==> config.mk <==
export PLATFORM = sky130hd
export DESIGN_NAME = planar_dead_reckoning_odometry_top_flat
export DESIGN_NICKNAME = d
export VERILOG_FILES = /design/src/rtl/core/pdro_pkg.sv /design/src/rtl/core/pdro_if.sv /design/src/rtl/core/planar_dead_reckoning_odometry_top.sv /design/src/rtl/core/pdro_mul.sv /design/src/rtl/core/pdro_div.sv /design/src/rtl/core/pdro_cordic.sv /design/src/flat_wrapper.sv
export SDC_FILE = /design/constraint.sdc
export NUM_CORES = 2
export LEC_CHECK = 0
export BUFFER_PORTS_ARGS = -buffer_cell sky130_fd_sc_hd__buf_2
export CORE_ASPECT_RATIO = 1.25
export CORE_MARGIN = 10
export CORE_UTILIZATION = 50
export CTS_BUF_LIST = sky130_fd_sc_hd__clkbuf_8 sky130_fd_sc_hd__clkbuf_16
export DETAILED_ROUTE_END_ITERATION = 16
export GPL_ROUTABILITY_DRIVEN = 0
export PLACE_DENSITY = 0.72
export SKIP_LAST_GASP = 1
export SYNTH_ARGS = -nofsm -noshare
export SYNTH_HDL_FRONTEND = slang
export SYNTH_SLANG_ARGS = --single-unit
==> constraint.sdc <==
create_clock -name clk -period 12.4 [get_ports clk]
set_input_delay 3.1 -clock clk [delete_from_list [all_inputs] [get_ports clk]]
set_output_delay 3.1 -clock clk [all_outputs]
set_load 0.1 [all_outputs]
==> src/rtl/core/pdro_pkg.sv <==
package pdro_pkg;

	// Field widths
	localparam int CMD_W   = 1;
	localparam int SENS_W  = 24;
	localparam int STEP_W  = 20;
	localparam int POS_W   = 32;
	localparam int HEAD_W  = 19;
	localparam int STAT_W  = 2;
	localparam int AGE_W   = 21;
	localparam int CFG_IDX_W = 2;
	localparam int CFG_DAT_W = 20;

	// Arithmetic unit widths
	localparam int MUL_A_W = 45;
	localparam int MUL_B_W = 33;
	localparam int PROD_W  = 64;
	localparam int NUM_W   = 64;
	localparam int DEN_W   = 41;
	localparam int CRD_W   = 34;

	localparam int CORDIC_STEPS_DEF = 16;

	// Item kinds
	localparam logic [CMD_W-1:0] CMD_SENSOR = 1'b0;
	localparam logic [CMD_W-1:0] CMD_TICK   = 1'b1;

	// Result status codes
	localparam logic [STAT_W-1:0] STAT_OK    = 2'd0;
	localparam logic [STAT_W-1:0] STAT_STALE = 2'd1;
	localparam logic [STAT_W-1:0] STAT_RANGE = 2'd2;

	// Register indexes
	localparam logic [CFG_IDX_W-1:0] CFG_MAX_STEP = 2'd0;
	localparam logic [CFG_IDX_W-1:0] CFG_STALE    = 2'd1;

	localparam logic [CFG_DAT_W-1:0] MAX_STEP_RST = 20'd100000;
	localparam logic [CFG_DAT_W-1:0] STALE_RST    = 20'd100000;

	// Angle and scaling constants
	localparam int PI_Q16     = 205887;
	localparam int TWO_PI_Q16 = 411775;
	localparam logic signed [CRD_W-1:0] PI_Q30      = 34'sd3373259426;
	localparam logic signed [CRD_W-1:0] HALF_PI_Q30 = 34'sd1686629713;
	localparam logic signed [CRD_W-1:0] CORDIC_GAIN = 34'sd652032874;
	localparam logic signed [64:0] DIV_1E6  = 65'sd1000000;
	localparam logic signed [64:0] DIV_2E12 = 65'sd2000000000000;

	function automatic logic [31:0] atan_q30(input logic [4:0] idx);
		logic [31:0] v;
		case (idx)
			5'd0:  v = 32'h3243F6A8;
			5'd1:  v = 32'h1DAC6705;
			5'd2:  v = 32'h0FADBAFC;
			5'd3:  v = 32'h07F56EA6;
			5'd4:  v = 32'h03FEAB76;
			5'd5:  v = 32'h01FFD55B;
			5'd6:  v = 32'h00FFFAAA;
			5'd7:  v = 32'h007FFF55;
			5'd8:  v = 32'h003FFFEA;
			5'd9:  v = 32'h001FFFFD;
			5'd10: v = 32'h000FFFFF;
			5'd11: v = 32'h0007FFFF;
			5'd12: v = 32'h0003FFFF;
			5'd13: v = 32'h0001FFFF;
			5'd14: v = 32'h0000FFFF;
			5'd15: v = 32'h00007FFF;
			5'd16: v = 32'h00003FFF;
			5'd17: v = 32'h00001FFF;
			5'd18: v = 32'h00000FFF;
			5'd19: v = 32'h000007FF;
			5'd20: v = 32'h000003FF;
			5'd21: v = 32'h000001FF;
			5'd22: v = 32'h000000FF;
			5'd23: v = 32'h0000007F;
			default: v = 32'h0;
		endcase
		return v;
	endfunction

	function automatic logic signed [SENS_W-1:0] sat24(input logic signed [47:0] v);
		logic signed [SENS_W-1:0] r;
		if (v > 48'sd8388607)
			r = 24'sh7FFFFF;
		else if (v < -48'sd8388608)
			r = 24'sh800000;
		else
			r = v[SENS_W-1:0];
		return r;
	endfunction

	function automatic logic signed [POS_W-1:0] sat32(input logic signed [47:0] v);
		logic signed [POS_W-1:0] r;
		if (v > 48'sd2147483647)
			r = 32'sh7FFFFFFF;
		else if (v < -48'sd2147483648)
			r = 32'sh80000000;
		else
			r = v[POS_W-1:0];
		return r;
	endfunction

endpackage

==> src/rtl/core/pdro_if.sv <==
interface pdro_item_if import pdro_pkg::*; ();
	logic                     valid;
	logic                     ready;
	logic [CMD_W-1:0]         cmd;
	logic signed [SENS_W-1:0] accel_x;
	logic signed [SENS_W-1:0] accel_y;
	logic signed [SENS_W-1:0] vel_x_in;
	logic signed [SENS_W-1:0] vel_y_in;
	logic signed [SENS_W-1:0] yaw_rate_in;
	logic [STEP_W-1:0]        step_time;

	modport source (output valid, cmd, accel_x, accel_y, vel_x_in, vel_y_in, yaw_rate_in,
		step_time, input ready);
	modport sink (input valid, cmd, accel_x, accel_y, vel_x_in, vel_y_in, yaw_rate_in,
		step_time, output ready);
endinterface

interface pdro_pose_if import pdro_pkg::*; ();
	logic                     valid;
	logic                     ready;
	logic signed [POS_W-1:0]  pos_x;
	logic signed [POS_W-1:0]  pos_y;
	logic signed [HEAD_W-1:0] heading;
	logic signed [SENS_W-1:0] vel_x_out;
	logic signed [SENS_W-1:0] vel_y_out;
	logic signed [SENS_W-1:0] yaw_rate_out;
	logic [STAT_W-1:0]        status;

	modport source (output valid, pos_x, pos_y, heading, vel_x_out, vel_y_out, yaw_rate_out,
		status, input ready);
	modport sink (input valid, pos_x, pos_y, heading, vel_x_out, vel_y_out, yaw_rate_out,
		status, output ready);
endinterface

interface pdro_cfg_if import pdro_pkg::*; ();
	logic                 valid;
	logic                 ready;
	logic [CFG_IDX_W-1:0] index;
	logic [CFG_DAT_W-1:0] data;

	modport source (output valid, index, data, input ready);
	modport sink (input valid, index, data, output ready);
endinterface

==> src/rtl/core/planar_dead_reckoning_odometry_top.sv <==
// Planar dead-reckoning odometry.
// Channels: item (sink) takes sensor beats (cmd sensor) and tick beats (cmd tick);
// pose (source) gives one beat per tick with position, heading, velocities, status;
// cfg (sink) writes max_step_us (index 0) and stale_limit_us (index 1), always ready.
// A sensor beat is taken while the sequencer idles and gives no result.
// A tick that is out of range or stale goes straight to the emit state, with no unit run.
// A tick that integrates runs a sequencer over one shared shift-add multiplier
// (eleven products), one shared restoring divider by a constant (seven quotients
// plus one more when the heading wraps) and one iterative CORDIC, and then loads
// the pose beat into the output register.
// One item is in work at a time; item.ready is high only while the sequencer idles.
// The result beat sits in an output register: while pose stalls the block still
// takes the next item and works on it, and holds before its own result until the
// register frees up.
// Reset clears pose, velocities and sensor age, loads both limits with 100000 us,
// and drops any pending result beat.
module planar_dead_reckoning_odometry_top import pdro_pkg::*; #(
	parameter int CORDIC_STEPS = CORDIC_STEPS_DEF
) (
	input  logic  clk,
	input  logic  arst_n,
	pdro_cfg_if.sink   cfg,
	pdro_item_if.sink  item,
	pdro_pose_if.source pose
);

	localparam int ST_W = 5;
	localparam logic [ST_W-1:0] ST_IDLE  = 5'd0;
	localparam logic [ST_W-1:0] ST_M_VX  = 5'd1;
	localparam logic [ST_W-1:0] ST_D_VX  = 5'd2;
	localparam logic [ST_W-1:0] ST_M_AX  = 5'd3;
	localparam logic [ST_W-1:0] ST_D_AX  = 5'd4;
	localparam logic [ST_W-1:0] ST_M_AX2 = 5'd5;
	localparam logic [ST_W-1:0] ST_D_AX2 = 5'd6;
	localparam logic [ST_W-1:0] ST_M_VY  = 5'd7;
	localparam logic [ST_W-1:0] ST_D_VY  = 5'd8;
	localparam logic [ST_W-1:0] ST_M_AY  = 5'd9;
	localparam logic [ST_W-1:0] ST_D_AY  = 5'd10;
	localparam logic [ST_W-1:0] ST_M_AY2 = 5'd11;
	localparam logic [ST_W-1:0] ST_D_AY2 = 5'd12;
	localparam logic [ST_W-1:0] ST_M_YAW = 5'd13;
	localparam logic [ST_W-1:0] ST_D_YAW = 5'd14;
	localparam logic [ST_W-1:0] ST_CORD  = 5'd15;
	localparam logic [ST_W-1:0] ST_M_PXA = 5'd16;
	localparam logic [ST_W-1:0] ST_M_PXB = 5'd17;
	localparam logic [ST_W-1:0] ST_M_PYA = 5'd18;
	localparam logic [ST_W-1:0] ST_M_PYB = 5'd19;
	localparam logic [ST_W-1:0] ST_WRAP  = 5'd20;
	localparam logic [ST_W-1:0] ST_EMIT  = 5'd21;

	localparam int HN_W = 27;
	localparam logic signed [HN_W-1:0] PI_H = HN_W'(PI_Q16);
	localparam logic [AGE_W-1:0] AGE_MAX = '1;

	// Sequencer and architectural state
	logic [ST_W-1:0]          st_q;
	logic                     ph_q;
	logic [STAT_W-1:0]        status_q;
	logic [STEP_W-1:0]        t_q;
	logic [AGE_W-1:0]         age_q;
	logic [CFG_DAT_W-1:0]     max_step_q;
	logic [CFG_DAT_W-1:0]     stale_q;
	logic signed [POS_W-1:0]  pos_x_q, pos_y_q;
	logic signed [HEAD_W-1:0] head_q;
	logic signed [SENS_W-1:0] vel_x_q, vel_y_q, yaw_q, acc_x_q, acc_y_q;

	// Work registers
	logic signed [PROD_W-1:0]  prod_q;
	logic signed [MUL_A_W-1:0] at_q;
	logic signed [45:0]        dacc_q;
	logic signed [POS_W-1:0]   dx_q, dy_q;
	logic signed [HN_W-1:0]    hn_q;
	logic signed [PROD_W-1:0]  pacc_q;
	logic                      rnd_neg_q;

	// Output register
	logic                     out_valid_q;
	logic signed [POS_W-1:0]  o_px_q, o_py_q;
	logic signed [HEAD_W-1:0] o_head_q;
	logic signed [SENS_W-1:0] o_vx_q, o_vy_q, o_yaw_q;
	logic [STAT_W-1:0]        o_stat_q;

	// Unit hookup
	logic                      mul_start, mul_done;
	logic signed [MUL_A_W-1:0] mul_a;
	logic signed [MUL_B_W-1:0] mul_b;
	logic signed [PROD_W-1:0]  mul_p;
	logic                      div_start, div_done;
	logic [NUM_W-1:0]          div_num, div_quo;
	logic [DEN_W-1:0]          div_den, div_rem;
	logic                      cord_start, cord_done;
	logic signed [CRD_W-1:0]   cord_c, cord_s;

	logic                  is_mul, is_rdiv, op_done;
	logic                  wrap_hi, wrap_lo;
	logic [AGE_W:0]        age_sum;
	logic [AGE_W-1:0]      age_next;
	logic                  step_bad, stale_hit;
	logic signed [64:0]    rnd_d, rnd_m, rnd_mag, rq;
	logic signed [HN_W:0]  wrap_num;
	logic signed [20:0]    wrap_res;
	logic signed [64:0]    pos_sum, pos_sh;
	logic signed [POS_W-1:0] pos_new;
	logic                  out_load;

	assign is_mul = st_q inside {ST_M_VX, ST_M_AX, ST_M_AX2, ST_M_VY, ST_M_AY, ST_M_AY2,
		ST_M_YAW, ST_M_PXA, ST_M_PXB, ST_M_PYA, ST_M_PYB};
	assign is_rdiv = st_q inside {ST_D_VX, ST_D_AX, ST_D_AX2, ST_D_VY, ST_D_AY, ST_D_AY2,
		ST_D_YAW};

	assign wrap_hi = hn_q > PI_H;
	assign wrap_lo = hn_q < -PI_H;

	assign mul_start  = is_mul && !ph_q;
	assign div_start  = !ph_q && (is_rdiv || ((st_q == ST_WRAP) && (wrap_hi || wrap_lo)));
	assign cord_start = (st_q == ST_CORD) && !ph_q;
	assign op_done    = mul_done || div_done || cord_done;

	// Sensor age saturates at its top value
	assign age_sum   = {1'b0, age_q} + (AGE_W + 1)'(item.step_time);
	assign age_next  = age_sum[AGE_W] ? AGE_MAX : age_sum[AGE_W-1:0];
	assign step_bad  = (item.step_time == '0) || (item.step_time >= max_step_q);
	assign stale_hit = age_next >= AGE_W'(stale_q);

	// Multiplier operands
	always_comb begin
		mul_a = '0;
		mul_b = $signed(MUL_B_W'(t_q));
		case (st_q)
			ST_M_VX:  mul_a = MUL_A_W'(vel_x_q);
			ST_M_AX:  mul_a = MUL_A_W'(acc_x_q);
			ST_M_AX2: mul_a = at_q;
			ST_M_VY:  mul_a = MUL_A_W'(vel_y_q);
			ST_M_AY:  mul_a = MUL_A_W'(acc_y_q);
			ST_M_AY2: mul_a = at_q;
			ST_M_YAW: mul_a = MUL_A_W'(yaw_q);
			ST_M_PXA: begin
				mul_a = MUL_A_W'(dx_q);
				mul_b = $signed(cord_c[MUL_B_W-1:0]);
			end
			ST_M_PXB: begin
				mul_a = MUL_A_W'(dy_q);
				mul_b = $signed(cord_s[MUL_B_W-1:0]);
			end
			ST_M_PYA: begin
				mul_a = MUL_A_W'(dx_q);
				mul_b = $signed(cord_s[MUL_B_W-1:0]);
			end
			ST_M_PYB: begin
				mul_a = MUL_A_W'(dy_q);
				mul_b = $signed(cord_c[MUL_B_W-1:0]);
			end
			default: mul_a = '0;
		endcase
	end

	// Rounded division: floor((n + d/2) / d) through an unsigned divider on the magnitude
	assign rnd_d   = ((st_q == ST_D_AX2) || (st_q == ST_D_AY2)) ? DIV_2E12 : DIV_1E6;
	assign rnd_m   = 65'(prod_q) + (rnd_d >>> 1);
	assign rnd_mag = rnd_m[64] ? (rnd_d - 65'sd1 - rnd_m) : rnd_m;
	assign rq      = rnd_neg_q ? -$signed({1'b0, div_quo}) : $signed({1'b0, div_quo});

	// Heading wrap: the remainder of the shifted heading gives the wrapped value
	assign wrap_num = wrap_hi ? ((HN_W + 1)'(hn_q) + (HN_W + 1)'(PI_H))
		: ((HN_W + 1)'(PI_H) - (HN_W + 1)'(hn_q));
	assign wrap_res = wrap_hi ? ($signed({1'b0, div_rem[19:0]}) - 21'(PI_Q16))
		: (21'(PI_Q16) - $signed({1'b0, div_rem[19:0]}));

	assign div_num = (st_q == ST_WRAP) ? NUM_W'(wrap_num) : rnd_mag[NUM_W-1:0];
	assign div_den = (st_q == ST_WRAP) ? DEN_W'(TWO_PI_Q16) : rnd_d[DEN_W-1:0];

	// Rotation into the world frame, rounded at bit 30
	assign pos_sum = (st_q == ST_M_PXB)
		? (65'(pacc_q) - 65'(mul_p) + 65'sd536870912)
		: (65'(pacc_q) + 65'(mul_p) + 65'sd536870912);
	assign pos_sh  = pos_sum >>> 30;
	assign pos_new = sat32(48'((st_q == ST_M_PXB) ? pos_x_q : pos_y_q)
		+ $signed(pos_sh[47:0]));

	pdro_mul u_mul (
		.clk    (clk),
		.arst_n (arst_n),
		.start  (mul_start),
		.a      (mul_a),
		.b      (mul_b),
		.done   (mul_done),
		.p      (mul_p)
	);

	pdro_div u_div (
		.clk    (clk),
		.arst_n (arst_n),
		.start  (div_start),
		.num    (div_num),
		.den    (div_den),
		.done   (div_done),
		.quo    (div_quo),
		.rem    (div_rem)
	);

	pdro_cordic #(
		.STEPS (CORDIC_STEPS)
	) u_cordic (
		.clk    (clk),
		.arst_n (arst_n),
		.start  (cord_start),
		.angle  (head_q),
		.done   (cord_done),
		.cos_v  (cord_c),
		.sin_v  (cord_s)
	);

	// Work registers: products, partial sums, rounding sign
	always_ff @(posedge clk) begin
		if (div_start)
			rnd_neg_q <= rnd_m[64];
		if (ph_q && op_done) begin
			case (st_q)
				ST_M_AX, ST_M_AY: begin
					prod_q <= mul_p;
					at_q   <= mul_p[MUL_A_W-1:0];
				end
				ST_M_VX, ST_M_AX2, ST_M_VY, ST_M_AY2, ST_M_YAW: prod_q <= mul_p;
				ST_M_PXA, ST_M_PYA: pacc_q <= mul_p;
				ST_D_VX, ST_D_VY: dacc_q <= rq[45:0];
				ST_D_AX2: dx_q <= sat32(48'(dacc_q) + $signed(rq[47:0]));
				ST_D_AY2: dy_q <= sat32(48'(dacc_q) + $signed(rq[47:0]));
				ST_D_YAW: hn_q <= HN_W'(head_q) + $signed(rq[HN_W-1:0]);
				default: ;
			endcase
		end
	end

	// Sequencer, limits and architectural state
	always_ff @(posedge clk or negedge arst_n) begin
		if (!arst_n) begin
			st_q       <= ST_IDLE;
			ph_q       <= 1'b0;
			status_q   <= STAT_OK;
			t_q        <= '0;
			age_q      <= '0;
			max_step_q <= MAX_STEP_RST;
			stale_q    <= STALE_RST;
			pos_x_q    <= '0;
			pos_y_q    <= '0;
			head_q     <= '0;
			vel_x_q    <= '0;
			vel_y_q    <= '0;
			yaw_q      <= '0;
			acc_x_q    <= '0;
			acc_y_q    <= '0;
		end else begin
			if (cfg.valid) begin
				case (cfg.index)
					CFG_MAX_STEP: max_step_q <= cfg.data;
					CFG_STALE:    stale_q    <= cfg.data;
					default: ;
				endcase
			end

			case (st_q)
				ST_IDLE: begin
					if (item.valid) begin
						if (item.cmd == CMD_SENSOR) begin
							// latch the sample, data are fresh again
							acc_x_q <= item.accel_x;
							acc_y_q <= item.accel_y;
							vel_x_q <= item.vel_x_in;
							vel_y_q <= item.vel_y_in;
							yaw_q   <= item.yaw_rate_in;
							age_q   <= '0;
						end else begin
							t_q   <= item.step_time;
							age_q <= age_next;
							if (step_bad) begin
								status_q <= STAT_RANGE;
								st_q     <= ST_EMIT;
							end else if (stale_hit) begin
								status_q <= STAT_STALE;
								st_q     <= ST_EMIT;
							end else begin
								status_q <= STAT_OK;
								st_q     <= ST_M_VX;
							end
						end
					end
				end
				ST_EMIT: begin
					if (out_load)
						st_q <= ST_IDLE;
				end
				default: begin
					if (!ph_q) begin
						// launch the unit; a heading already in range skips the divide
						if ((st_q == ST_WRAP) && !(wrap_hi || wrap_lo)) begin
							head_q <= hn_q[HEAD_W-1:0];
							st_q   <= st_q + 1'b1;
						end else begin
							ph_q <= 1'b1;
						end
					end else if (op_done) begin
						ph_q <= 1'b0;
						st_q <= st_q + 1'b1;
						case (st_q)
							ST_D_AX:  vel_x_q <= sat24(48'(vel_x_q) + $signed(rq[47:0]));
							ST_D_AY:  vel_y_q <= sat24(48'(vel_y_q) + $signed(rq[47:0]));
							ST_M_PXB: pos_x_q <= pos_new;
							ST_M_PYB: pos_y_q <= pos_new;
							ST_WRAP:  head_q  <= wrap_res[HEAD_W-1:0];
							default: ;
						endcase
					end
				end
			endcase
		end
	end

	// Result register: load when free or being taken, drop valid once taken
	assign out_load = (st_q == ST_EMIT) && (!out_valid_q || pose.ready);

	always_ff @(posedge clk or negedge arst_n) begin
		if (!arst_n)
			out_valid_q <= 1'b0;
		else if (out_load)
			out_valid_q <= 1'b1;
		else if (pose.ready)
			out_valid_q <= 1'b0;
	end

	always_ff @(posedge clk) begin
		if (out_load) begin
			o_px_q   <= pos_x_q;
			o_py_q   <= pos_y_q;
			o_head_q <= head_q;
			o_vx_q   <= vel_x_q;
			o_vy_q   <= vel_y_q;
			o_yaw_q  <= yaw_q;
			o_stat_q <= status_q;
		end
	end

	assign cfg.ready  = 1'b1;
	assign item.ready = (st_q == ST_IDLE);

	assign pose.valid        = out_valid_q;
	assign pose.pos_x        = o_px_q;
	assign pose.pos_y        = o_py_q;
	assign pose.heading      = o_head_q;
	assign pose.vel_x_out    = o_vx_q;
	assign pose.vel_y_out    = o_vy_q;
	assign pose.yaw_rate_out = o_yaw_q;
	assign pose.status       = o_stat_q;

endmodule

==> src/rtl/core/pdro_mul.sv <==
module pdro_mul import pdro_pkg::*; (
	input  logic                      clk,
	input  logic                      arst_n,
	input  logic                      start,
	input  logic signed [MUL_A_W-1:0] a,
	input  logic signed [MUL_B_W-1:0] b,
	output logic                      done,
	output logic signed [PROD_W-1:0]  p
);

	localparam int BW = MUL_B_W - 1;
	localparam int CW = $clog2(BW);

	logic [MUL_A_W-1:0] a_mag;
	logic [BW-1:0]      b_mag;
	logic [PROD_W-1:0]  acc_q;
	logic [PROD_W-1:0]  ash_q;
	logic [BW-1:0]      bsh_q;
	logic [CW-1:0]      cnt_q;
	logic               neg_q;
	logic               busy_q;
	logic               done_q;

	assign a_mag = a[MUL_A_W-1] ? MUL_A_W'(-a) : MUL_A_W'(a);
	assign b_mag = b[MUL_B_W-1] ? BW'(-b) : BW'(b);

	// one multiplier bit per cycle
	always_ff @(posedge clk) begin
		if (start) begin
			acc_q <= '0;
			ash_q <= PROD_W'(a_mag);
			bsh_q <= b_mag;
			neg_q <= a[MUL_A_W-1] ^ b[MUL_B_W-1];
		end else if (busy_q) begin
			if (bsh_q[0])
				acc_q <= acc_q + ash_q;
			ash_q <= {ash_q[PROD_W-2:0], 1'b0};
			bsh_q <= {1'b0, bsh_q[BW-1:1]};
		end
	end

	always_ff @(posedge clk or negedge arst_n) begin
		if (!arst_n) begin
			busy_q <= 1'b0;
			done_q <= 1'b0;
			cnt_q  <= '0;
		end else begin
			done_q <= busy_q && (cnt_q == CW'(BW - 1));
			if (start) begin
				busy_q <= 1'b1;
				cnt_q  <= '0;
			end else if (busy_q) begin
				cnt_q <= cnt_q + 1'b1;
				if (cnt_q == CW'(BW - 1))
					busy_q <= 1'b0;
			end
		end
	end

	assign done = done_q;
	assign p    = neg_q ? -$signed(acc_q) : $signed(acc_q);

endmodule

==> src/rtl/core/pdro_div.sv <==
module pdro_div import pdro_pkg::*; (
	input  logic             clk,
	input  logic             arst_n,
	input  logic             start,
	input  logic [NUM_W-1:0] num,
	input  logic [DEN_W-1:0] den,
	output logic             done,
	output logic [NUM_W-1:0] quo,
	output logic [DEN_W-1:0] rem
);

	localparam int CW = $clog2(NUM_W);

	logic [DEN_W-1:0] rem_q;
	logic [NUM_W-1:0] quo_q;
	logic [DEN_W-1:0] den_q;
	logic [CW-1:0]    cnt_q;
	logic             busy_q;
	logic             done_q;
	logic [DEN_W:0]   trial;
	logic [DEN_W:0]   diff;
	logic             fits;

	assign trial = {rem_q, quo_q[NUM_W-1]};
	assign diff  = trial - {1'b0, den_q};
	assign fits  = trial >= {1'b0, den_q};

	// restoring division, one quotient bit per cycle
	always_ff @(posedge clk) begin
		if (start) begin
			rem_q <= '0;
			quo_q <= num;
			den_q <= den;
		end else if (busy_q) begin
			rem_q <= fits ? diff[DEN_W-1:0] : trial[DEN_W-1:0];
			quo_q <= {quo_q[NUM_W-2:0], fits};
		end
	end

	always_ff @(posedge clk or negedge arst_n) begin
		if (!arst_n) begin
			busy_q <= 1'b0;
			done_q <= 1'b0;
			cnt_q  <= '0;
		end else begin
			done_q <= busy_q && (cnt_q == CW'(NUM_W - 1));
			if (start) begin
				busy_q <= 1'b1;
				cnt_q  <= '0;
			end else if (busy_q) begin
				cnt_q <= cnt_q + 1'b1;
				if (cnt_q == CW'(NUM_W - 1))
					busy_q <= 1'b0;
			end
		end
	end

	assign done = done_q;
	assign quo  = quo_q;
	assign rem  = rem_q;

endmodule

==> src/rtl/core/pdro_cordic.sv <==
module pdro_cordic import pdro_pkg::*; #(
	parameter int STEPS = CORDIC_STEPS_DEF
) (
	input  logic                     clk,
	input  logic                     arst_n,
	input  logic                     start,
	input  logic signed [HEAD_W-1:0] angle,
	output logic                     done,
	output logic signed [CRD_W-1:0]  cos_v,
	output logic signed [CRD_W-1:0]  sin_v
);

	localparam int IW = (STEPS > 1) ? $clog2(STEPS) : 1;

	logic signed [CRD_W-1:0] z_init;
	logic signed [CRD_W-1:0] z_fold;
	logic                    fold;
	logic signed [CRD_W-1:0] x_q, y_q, z_q;
	logic signed [CRD_W-1:0] xs, ys, at;
	logic                    neg_q;
	logic [IW-1:0]           it_q;
	logic                    busy_q;
	logic                    done_q;

	assign z_init = CRD_W'(angle) <<< 14;

	// fold into the right half plane, negate the result afterwards
	always_comb begin
		fold   = 1'b0;
		z_fold = z_init;
		if (z_init > HALF_PI_Q30) begin
			z_fold = z_init - PI_Q30;
			fold   = 1'b1;
		end else if (z_init < -HALF_PI_Q30) begin
			z_fold = z_init + PI_Q30;
			fold   = 1'b1;
		end
	end

	assign xs = x_q >>> it_q;
	assign ys = y_q >>> it_q;
	assign at = $signed(CRD_W'(atan_q30(5'(it_q))));

	always_ff @(posedge clk) begin
		if (start) begin
			x_q   <= CORDIC_GAIN;
			y_q   <= '0;
			z_q   <= z_fold;
			neg_q <= fold;
		end else if (busy_q) begin
			if (z_q >= 0) begin
				x_q <= x_q - ys;
				y_q <= y_q + xs;
				z_q <= z_q - at;
			end else begin
				x_q <= x_q + ys;
				y_q <= y_q - xs;
				z_q <= z_q + at;
			end
		end
	end

	always_ff @(posedge clk or negedge arst_n) begin
		if (!arst_n) begin
			busy_q <= 1'b0;
			done_q <= 1'b0;
			it_q   <= '0;
		end else begin
			done_q <= busy_q && (it_q == IW'(STEPS - 1));
			if (start) begin
				busy_q <= 1'b1;
				it_q   <= '0;
			end else if (busy_q) begin
				it_q <= it_q + 1'b1;
				if (it_q == IW'(STEPS - 1))
					busy_q <= 1'b0;
			end
		end
	end

	assign done  = done_q;
	assign cos_v = neg_q ? -x_q : x_q;
	assign sin_v = neg_q ? -y_q : y_q;

endmodule

==> src/flat_wrapper.sv <==
// flat-port wrapper written by rule: the top's interface ports become plain ports
module planar_dead_reckoning_odometry_top_flat import pdro_pkg::*;
#(
	parameter int CORDIC_STEPS = CORDIC_STEPS_DEF
)
  (clk, arst_n, cfg_valid, cfg_index, cfg_data, cfg_ready, item_valid, item_cmd, item_accel_x, item_accel_y, item_vel_x_in, item_vel_y_in, item_yaw_rate_in, item_step_time, item_ready, pose_valid, pose_pos_x, pose_pos_y, pose_heading, pose_vel_x_out, pose_vel_y_out, pose_yaw_rate_out, pose_status, pose_ready);
  pdro_cfg_if cfg_i ();
  pdro_item_if item_i ();
  pdro_pose_if pose_i ();
  input  logic clk;
  input  logic arst_n;
  input wire logic [$bits(cfg_i.valid)-1:0] cfg_valid;
  input wire logic [$bits(cfg_i.index)-1:0] cfg_index;
  input wire logic [$bits(cfg_i.data)-1:0] cfg_data;
  output wire logic [$bits(cfg_i.ready)-1:0] cfg_ready;
  input wire logic [$bits(item_i.valid)-1:0] item_valid;
  input wire logic [$bits(item_i.cmd)-1:0] item_cmd;
  input wire logic [$bits(item_i.accel_x)-1:0] item_accel_x;
  input wire logic [$bits(item_i.accel_y)-1:0] item_accel_y;
  input wire logic [$bits(item_i.vel_x_in)-1:0] item_vel_x_in;
  input wire logic [$bits(item_i.vel_y_in)-1:0] item_vel_y_in;
  input wire logic [$bits(item_i.yaw_rate_in)-1:0] item_yaw_rate_in;
  input wire logic [$bits(item_i.step_time)-1:0] item_step_time;
  output wire logic [$bits(item_i.ready)-1:0] item_ready;
  output wire logic [$bits(pose_i.valid)-1:0] pose_valid;
  output wire logic [$bits(pose_i.pos_x)-1:0] pose_pos_x;
  output wire logic [$bits(pose_i.pos_y)-1:0] pose_pos_y;
  output wire logic [$bits(pose_i.heading)-1:0] pose_heading;
  output wire logic [$bits(pose_i.vel_x_out)-1:0] pose_vel_x_out;
  output wire logic [$bits(pose_i.vel_y_out)-1:0] pose_vel_y_out;
  output wire logic [$bits(pose_i.yaw_rate_out)-1:0] pose_yaw_rate_out;
  output wire logic [$bits(pose_i.status)-1:0] pose_status;
  input wire logic [$bits(pose_i.ready)-1:0] pose_ready;
  assign cfg_i.valid = cfg_valid;
  assign cfg_i.index = cfg_index;
  assign cfg_i.data = cfg_data;
  assign cfg_ready = cfg_i.ready;
  assign item_i.valid = item_valid;
  assign item_i.cmd = item_cmd;
  assign item_i.accel_x = item_accel_x;
  assign item_i.accel_y = item_accel_y;
  assign item_i.vel_x_in = item_vel_x_in;
  assign item_i.vel_y_in = item_vel_y_in;
  assign item_i.yaw_rate_in = item_yaw_rate_in;
  assign item_i.step_time = item_step_time;
  assign item_ready = item_i.ready;
  assign pose_valid = pose_i.valid;
  assign pose_pos_x = pose_i.pos_x;
  assign pose_pos_y = pose_i.pos_y;
  assign pose_heading = pose_i.heading;
  assign pose_vel_x_out = pose_i.vel_x_out;
  assign pose_vel_y_out = pose_i.vel_y_out;
  assign pose_yaw_rate_out = pose_i.yaw_rate_out;
  assign pose_status = pose_i.status;
  assign pose_i.ready = pose_ready;
  planar_dead_reckoning_odometry_top #(.CORDIC_STEPS(CORDIC_STEPS)) u_core (.clk(clk), .arst_n(arst_n), .cfg(cfg_i), .item(item_i), .pose(pose_i));
endmodule
# Word level (Yosys, flattened, before mapping)
# Memory sizes are Yosys's and may differ from the RTL's.
# Index checks and enable logic that the tools add are counted.
# word_totals
mem_count	1
inputBits	168
out_inout_bits	160
rom_bits	480
wordCells	294
regBits	1192
# op_classes
n_bitwise	4
magnitude_cmp	16
n_mux	87
eq_ne	32
shifts	2
n_reduce_logical	63
addsub	37
# memory_table
memory	depth	word_bits	rd	rd_ports_with_merged_regs	wr	line_no	rtl
(no name shown)	16	30	1	0	0	pdro_pkg.sv:51	case (idx)
# ops
op	n
case mux 45 bit (8 select lines)	1
2-to-1 mux 24 bit	14
2-to-1 mux 64 bit	5
2-to-1 mux 34 bit	7
2-to-1 mux 32 bit	7
2-to-1 mux 45 bit	3
adder 65 x 31 -> 65 bit (second input constant)	2
adder 24 x 48 -> 48 bit	2
> comparator 48 x 24 -> 1 bit (second input constant)	2
> comparator 48 x 32 -> 1 bit (second input constant)	2
< comparator 48 x 24 -> 1 bit (second input constant)	2
< comparator 48 x 32 -> 1 bit (second input constant)	2
2-to-1 mux 48 bit	2
case mux 24 bit (2 select lines)	2
2-to-1 mux 19 bit	5
2-to-1 mux 41 bit	2
adder 34 bit	2
>>> shifter 34 x 4 -> 34 bit	2
subtractor 34 bit	2
2-to-1 mux 33 bit	2
negator 33 bit	2
case mux 33 bit (2 select lines)	1
adder 64 x 41 -> 65 bit	1
adder 64 x 64 -> 65 bit	1
71 further kinds	168

# Depth between registers and ports, before layout
# depth
ltp_word	10
mapped_depth	40
ltp_nobuf	39

# Cells and area by module
# From an unflattened synthesis, not the netlist that was laid out.
# unflattened
cells_unflattened	10246
hier_area_um2	92991.7
# modules_own_cells
module	cells_per_inst	n_inst	area_each_um2	seq_area_each_um2
planar_dead_reckoning_odometry_top	5718	1	54358.4	21400.5
pdro_cordic	2142	1	16836.1	2562.5
pdro_mul	1551	1	12849.8	4179.0
pdro_div	835	1	8947.3	4174.0

# Worst setup path after synthesis
# Ideal clock, no wire load.
# synth_timing
path_kind	in2reg
startpoint	input pose_ready
endpoint	register u_core.o_head_q[0] (netlist: u_core.pose.heading[0]) (enable)
t_arrival_ns	10.132
n_path_buf	0
required_ns	11.708
setup_ns	0.692
path_slack_ns	1.577
cell_stages	2
path_cell_list	nand2b_1 > nor2b_1
# synth_via
elab_chain_len	2
# synth_rtl
element	line_no	rtl
from (decl)	flat_wrapper.sv:33	input wire logic [$bits(pose_i.ready)-1:0] pose_ready;
logical OR 1 bit	planar_dead_reckoning_odometry_top.sv:319	assign out_load = (st_q == ST_EMIT) && (!out_valid_q || pose.ready);
logical AND 1 bit	planar_dead_reckoning_odometry_top.sv:319	
named net u_core.out_load	planar_dead_reckoning_odometry_top.sv:104	logic out_load;
to (signal assigned)	planar_dead_reckoning_odometry_top.sv:334	o_head_q <= head_q;
to (decl)	planar_dead_reckoning_odometry_top.sv:79	logic signed [HEAD_W-1:0] o_head_q;
# The timed path passes the listed nets, and every way through them passes these cells.
# A chain may end at the register's enable or synchronous reset.

# Final worst setup path
# layout_timing
startpoint	register u_core.u_mul.acc_q[6]
endpoint	register u_core.pos_y_q[12]
# layout_via
elab_chain_len	9
elab_cells_between_ends	12
cone_classes	add/sub (6); order compare (2); mux (4)
# layout_rtl
element	line_no	rtl
from (decl)	pdro_mul.sv:16	logic [PROD_W-1:0] acc_q;
from (signal assigned)	pdro_mul.sv:36	acc_q <= acc_q + ash_q;
negator 64 bit (*)	pdro_mul.sv:61	assign p = neg_q ? -$signed(acc_q) : $signed(acc_q);
2-to-1 mux 64 bit (*)	pdro_mul.sv:61	
named net u_core.mul_p[33]	planar_dead_reckoning_odometry_top.sv:87	logic signed [PROD_W-1:0] mul_p;
adder 64 x 64 -> 65 bit / subtractor 64 x 64 -> 65 bit (equally long branches)	planar_dead_reckoning_odometry_top.sv:175, planar_dead_reckoning_odometry_top.sv:174	
adder 65 x 31 -> 65 bit, on equally long branches	planar_dead_reckoning_odometry_top.sv:175, planar_dead_reckoning_odometry_top.sv:174	
2-to-1 mux 65 bit (*)	planar_dead_reckoning_odometry_top.sv:174	? (65'(pacc_q) - 65'(mul_p) + 65'sd536870912)
adder 48 x 35 -> 48 bit (*)	planar_dead_reckoning_odometry_top.sv:178	+ $signed(pos_sh[47:0]));
< comparator 48 x 32 -> 1 bit	pdro_pkg.sv:96	else if (v < -48'sd2147483648)
2-to-1 mux 32 bit	pdro_pkg.sv:96	
2-to-1 mux 32 bit (*)	pdro_pkg.sv:94	if (v > 48'sd2147483647)
to (signal assigned)	planar_dead_reckoning_odometry_top.sv:308	ST_M_PYB: pos_y_q <= pos_new;
to (decl)	planar_dead_reckoning_odometry_top.sv:63	logic signed [POS_W-1:0] pos_x_q, pos_y_q;
# Mark *: on every way through the listed nets, which the timed path passes. The rest lies on a longest branch.

==> run_results.csv <==
group,metric,value,unit
floorplan,start_util,50.4,%
synthesis,synthAdderAreaFrac,10.9,%
sta,max_clock_freq,92.7,MHz
clocking,clk_path_buf_depth,3,
route,drtIter0Drc,7948,
setup_path,r2r_slack,1.62,ns
setup_path,critPathMaxFanout,31,
route,antenna_left,0,
cells_and_area,drive_above_1_share,10.5,%
synthesis,syn_area,89700,µm²
cells_and_area,nets,11000,
pwr,pwr_density_cell,239,nW/µm²
setup_path,worst-endpoint-required,13.13,ns
sta,finClkSkew,0.0492,ns
sta,setup_viol,0,
sta,fin_crit,10.78,ns
cells_and_area,design_area,98100,µm²
synthesis,ys_async_sr_fraction,27.2,%
synthesis,synth_top_family_by_area,"compound AO/OA/AOI/OAI gates",
floorplan,die_y,494,µm
clocking,cts_resized,0,
global_route,grt_max_degree,161,
synthesis,synth_ff_type,"edfxtp_1",
setup_path,startpoint,"u_core.u_mul.acc_q[6]",
pwr,ir_worst_vdd,0.173,mV
global_route,grt_pass1_wl,425000,µm
global_route,antenna_found_initial,9,
setup_path,reg2reg_from,"u_core.u_mul.acc_q[6]",
synthesis,synth_area_per_cell,9.01,µm²
synthesis,yosysUniqueCellTypes,121,
sta,rsz0062_at_grt,"no",
clocking,clk_latency,0.83,ns
setup_path,critPathSlowestCell,"a41o_1",
flow_run,maxCapViolCount,0,
placement,placed_cell_area,93600,µm²
route,drc_errors,0,
clocking,cts-root-buf,"clkbuf_16",
cells_and_area,multi_input_area,55300,µm²
sta,fin_crit_sh,87.0,%
cells_and_area,regArea,31300,µm²
placement,dp_hpwl,208000,µm
synthesis,seq_area_frac_synth,34.8,%
global_route,gr-total-overflow,0,
floorplan,rows,173,
sta,worst_slack,1.62,ns
synthesis,synth-xor-area-share,8.91,%
floorplan,dieWidth,399,µm
synthesis,ys_ff_latch,1156,
clocking,cts_hold_buf,0,
clocking,clkTransAtPathRegs,0.06,ns
setup_path,reg2reg_to,"u_core.pos_y_q[12]",
cells_and_area,area_growth_syn_to_layout,9.31,%
outcome,status,"completed",
placement,portBuffers,326,
setup_path,cp-endpoint,"u_core.pos_y_q[12]",
synthesis,synth_cells,9964,
synthesis,syn-num-nets,10900,
sta,slew-limit-headroom,9.76,%
synthesis,synth_mux_area_share,5.42,%
setup_path,startpoint_type,"register",
route,vias,78700,
synthesis,yosys_warnings,0,
clocking,cts_buffers,130,
cells_and_area,fillers,15600,
clocking,cts_tree,"done",
global_route,grt_pass1_vias,76100,
floorplan,die_area,197000,µm²
sta,setup_tns,0,ns
setup_path,max_stage_delay,0.99,ns
clocking,cts_max_level,4,
setup_path,critical_path_class,"register to register",
setup_path,worstRegToRegCells,33,
clocking,cts_setup_buffers,0,
route,viasPerCell,6.27,
hold_path,min_path_type,"register to register",
pwr,cellLeakagePower,41.8,nW
sta,slew_violations,0,
synthesis,synth-simple-area-share,16.0,%
route,first_pass_iters,8,
synthesis,synth-edff-count,650,
setup_path,cpMostUsedCell,"a21o_1",
sta,final-hold-violation-count,0,
setup_path,critPathArrivalTime,11.51,ns
floorplan,core,178000,µm²
setup_path,endpoint_kind,"register",
placement,post-place-ws,1.82,ns
global_route,grt_usage,26.9,%
cells_and_area,finish.utilization,55.1,%
synthesis,synth_compound_area_share,20.1,%
sta,tightest_slew,1.35,ns
floorplan,io_pins,328,
route,avgRoutedWirePerCell,22.1,µm
clocking,cts_sinks,1156,
route,wirelength,277000,µm
-- worst max-delay path: cells and delay by family, from the launching register on --
family / cells / cell delay, ns
compound gates: 17 / 5.15
xor+xnor: 2 / 0.44
fa+ha+maj: 3 / 1.11
flops: 1 / 0.37
simple gates: 11 / 3.60
-- cell families after synthesis --
group | after synthesis
buf+inv | 876
mux | 375
other cells | 1
compound gates | 2824
xor+xnor | 911
fa+ha+maj | 778
flops | 1156
simple gates | 3043
-- registers in the layout (all words and copies together), names as in the netlist, 34 cells and up --
| register | cells |
|---|---|
| u_core.at_q | 45 |
| u_core.dacc_q | 46 |
| u_core.pacc_q | 64 |
| u_core.prod_q | 64 |
| u_core.u_cordic.x_q | 34 |
| u_core.u_cordic.y_q | 34 |
| u_core.u_cordic.z_q | 34 |
| u_core.u_div.quo | 64 |
| u_core.u_div.rem | 41 |
| u_core.u_mul.acc_q | 64 |
| u_core.u_mul.ash_q | 64 |
-- worst min-delay path by stage --
stage                       startpoint                    end  slack [ns]  cells past startpoint
floorplan           u_core.status_q[0]  u_core.pose.status[0]        0.42                      0
global placement    u_core.status_q[0]  u_core.pose.status[0]        0.43                      0
detailed placement  u_core.status_q[0]  u_core.pose.status[0]        0.44                      0
CTS                 u_core.status_q[0]  u_core.pose.status[0]        0.45                      0
global route        u_core.status_q[0]  u_core.pose.status[0]        0.46                      0
finish              u_core.status_q[0]  u_core.pose.status[0]        0.45                      0
-- report_power, final --
part           internal [W]  switching [W]  leakage (nW)  total, W
sequential          0.00510       0.000841          11.3   0.00594
combinational       0.00508        0.00833          28.1    0.0134
clock               0.00238        0.00173          2.33   0.00411
total                0.0126         0.0109          41.8    0.0235
-- Yosys cell counts (all sizes together) (22+ instances only) --
cell | count | area [µm²]
a221oi | 26 | 234
a211o | 30 | 263
nor2b | 99 | 619
or2 | 49 | 307
nand3 | 196 | 981
mux4 | 75 | 1690
nor2 | 798 | 3000
and3 | 103 | 644
o21bai | 80 | 601
nor4 | 42 | 269
buf | 91 | 474
o22ai | 71 | 551
nand2b | 118 | 738
o21ai | 711 | 3560
and2 | 60 | 375
mux2i | 160 | 1600
nor3 | 146 | 736
xnor2 | 586 | 5130
nand2 | 1075 | 4040
dfrtp | 302 | 7560
o2bb2ai | 22 | 230
mux2 | 140 | 1580
o211ai | 68 | 510
a21boi | 28 | 210
o31ai | 107 | 841
a21o | 274 | 2060
a211oi | 108 | 816
ha | 767 | 9600
o41ai | 38 | 333
nand4 | 120 | 766
edfxtp | 650 | 19500
clkbuf | 383 | 1450
a31oi | 90 | 563
or4 | 40 | 318
a22o | 36 | 315
or3 | 82 | 531
o31a | 22 | 193
a31o | 25 | 219
inv | 397 | 1490
o21a | 91 | 683
xor2 | 325 | 2860
a22oi | 31 | 233
dfxtp | 192 | 3840
a21oi | 787 | 3940
-- area by class of cell --
type | instances | area share, %
Clock buffer | 140 | 3.50
Antenna cell | 5 | 0.0128
Inverter | 402 | 1.54
Tap cell | 2362 | 3.01
Sequential cell | 1156 | 31.9
Timing Repair Buffer | 450 | 2.65
Clock inverter | 100 | 1.09
Multi-Input combinational cell | 7932 | 56.3
-- routing by layer --
metal  up-vias  part of all wire, %  track usage (%)
met5         -                0.021                0
met4         8                  6.4             15.7
met3       842                  7.4             4.17
met2      3287                   48             45.1
met1     37900                   39             32.6
li1      36600                    -                -
-- cells in the final DEF (no fill, tap or decap), types with 37 or more instances in the layout --
master and instances:
or3_1 74, nor4_1 39, dfxtp_1 192, o21a_1 91
buf_2 325, nor2_1 795, buf_4 122, edfxtp_1 650
and3_1 103, o21bai_1 80, a21oi_1 786, mux4_2 75
dfrtp_1 295, mux2i_1 160, inv_1 430, nand3_1 195
or2_2 43, a31oi_1 90, a211oi_1 106, nand2_1 1069
and2_1 55, o22ai_1 54, nor3_1 144, clkbuf_16 134
o211ai_1 68, o21ai_0 691, o41ai_1 37, nand2b_1 117
nand4_1 119, ha_1 767, nor2b_1 97, xor2_1 323
mux2_2 140, o31ai_1 103, xnor2_1 583, a21o_1 274
-- metrics by stage --
stage	power [W]	std cells	hold slack, ns
after floorplan	0.0156	9964	0.425
after global placement	0.0187	12300	0.434
after detailed placement	0.0191	12300	0.436
after CTS	0.0233	12500	0.449
after global routing	0.0250	12500	0.463
final	0.0235	12500	0.448
Power figures use the tool's default switching activity.
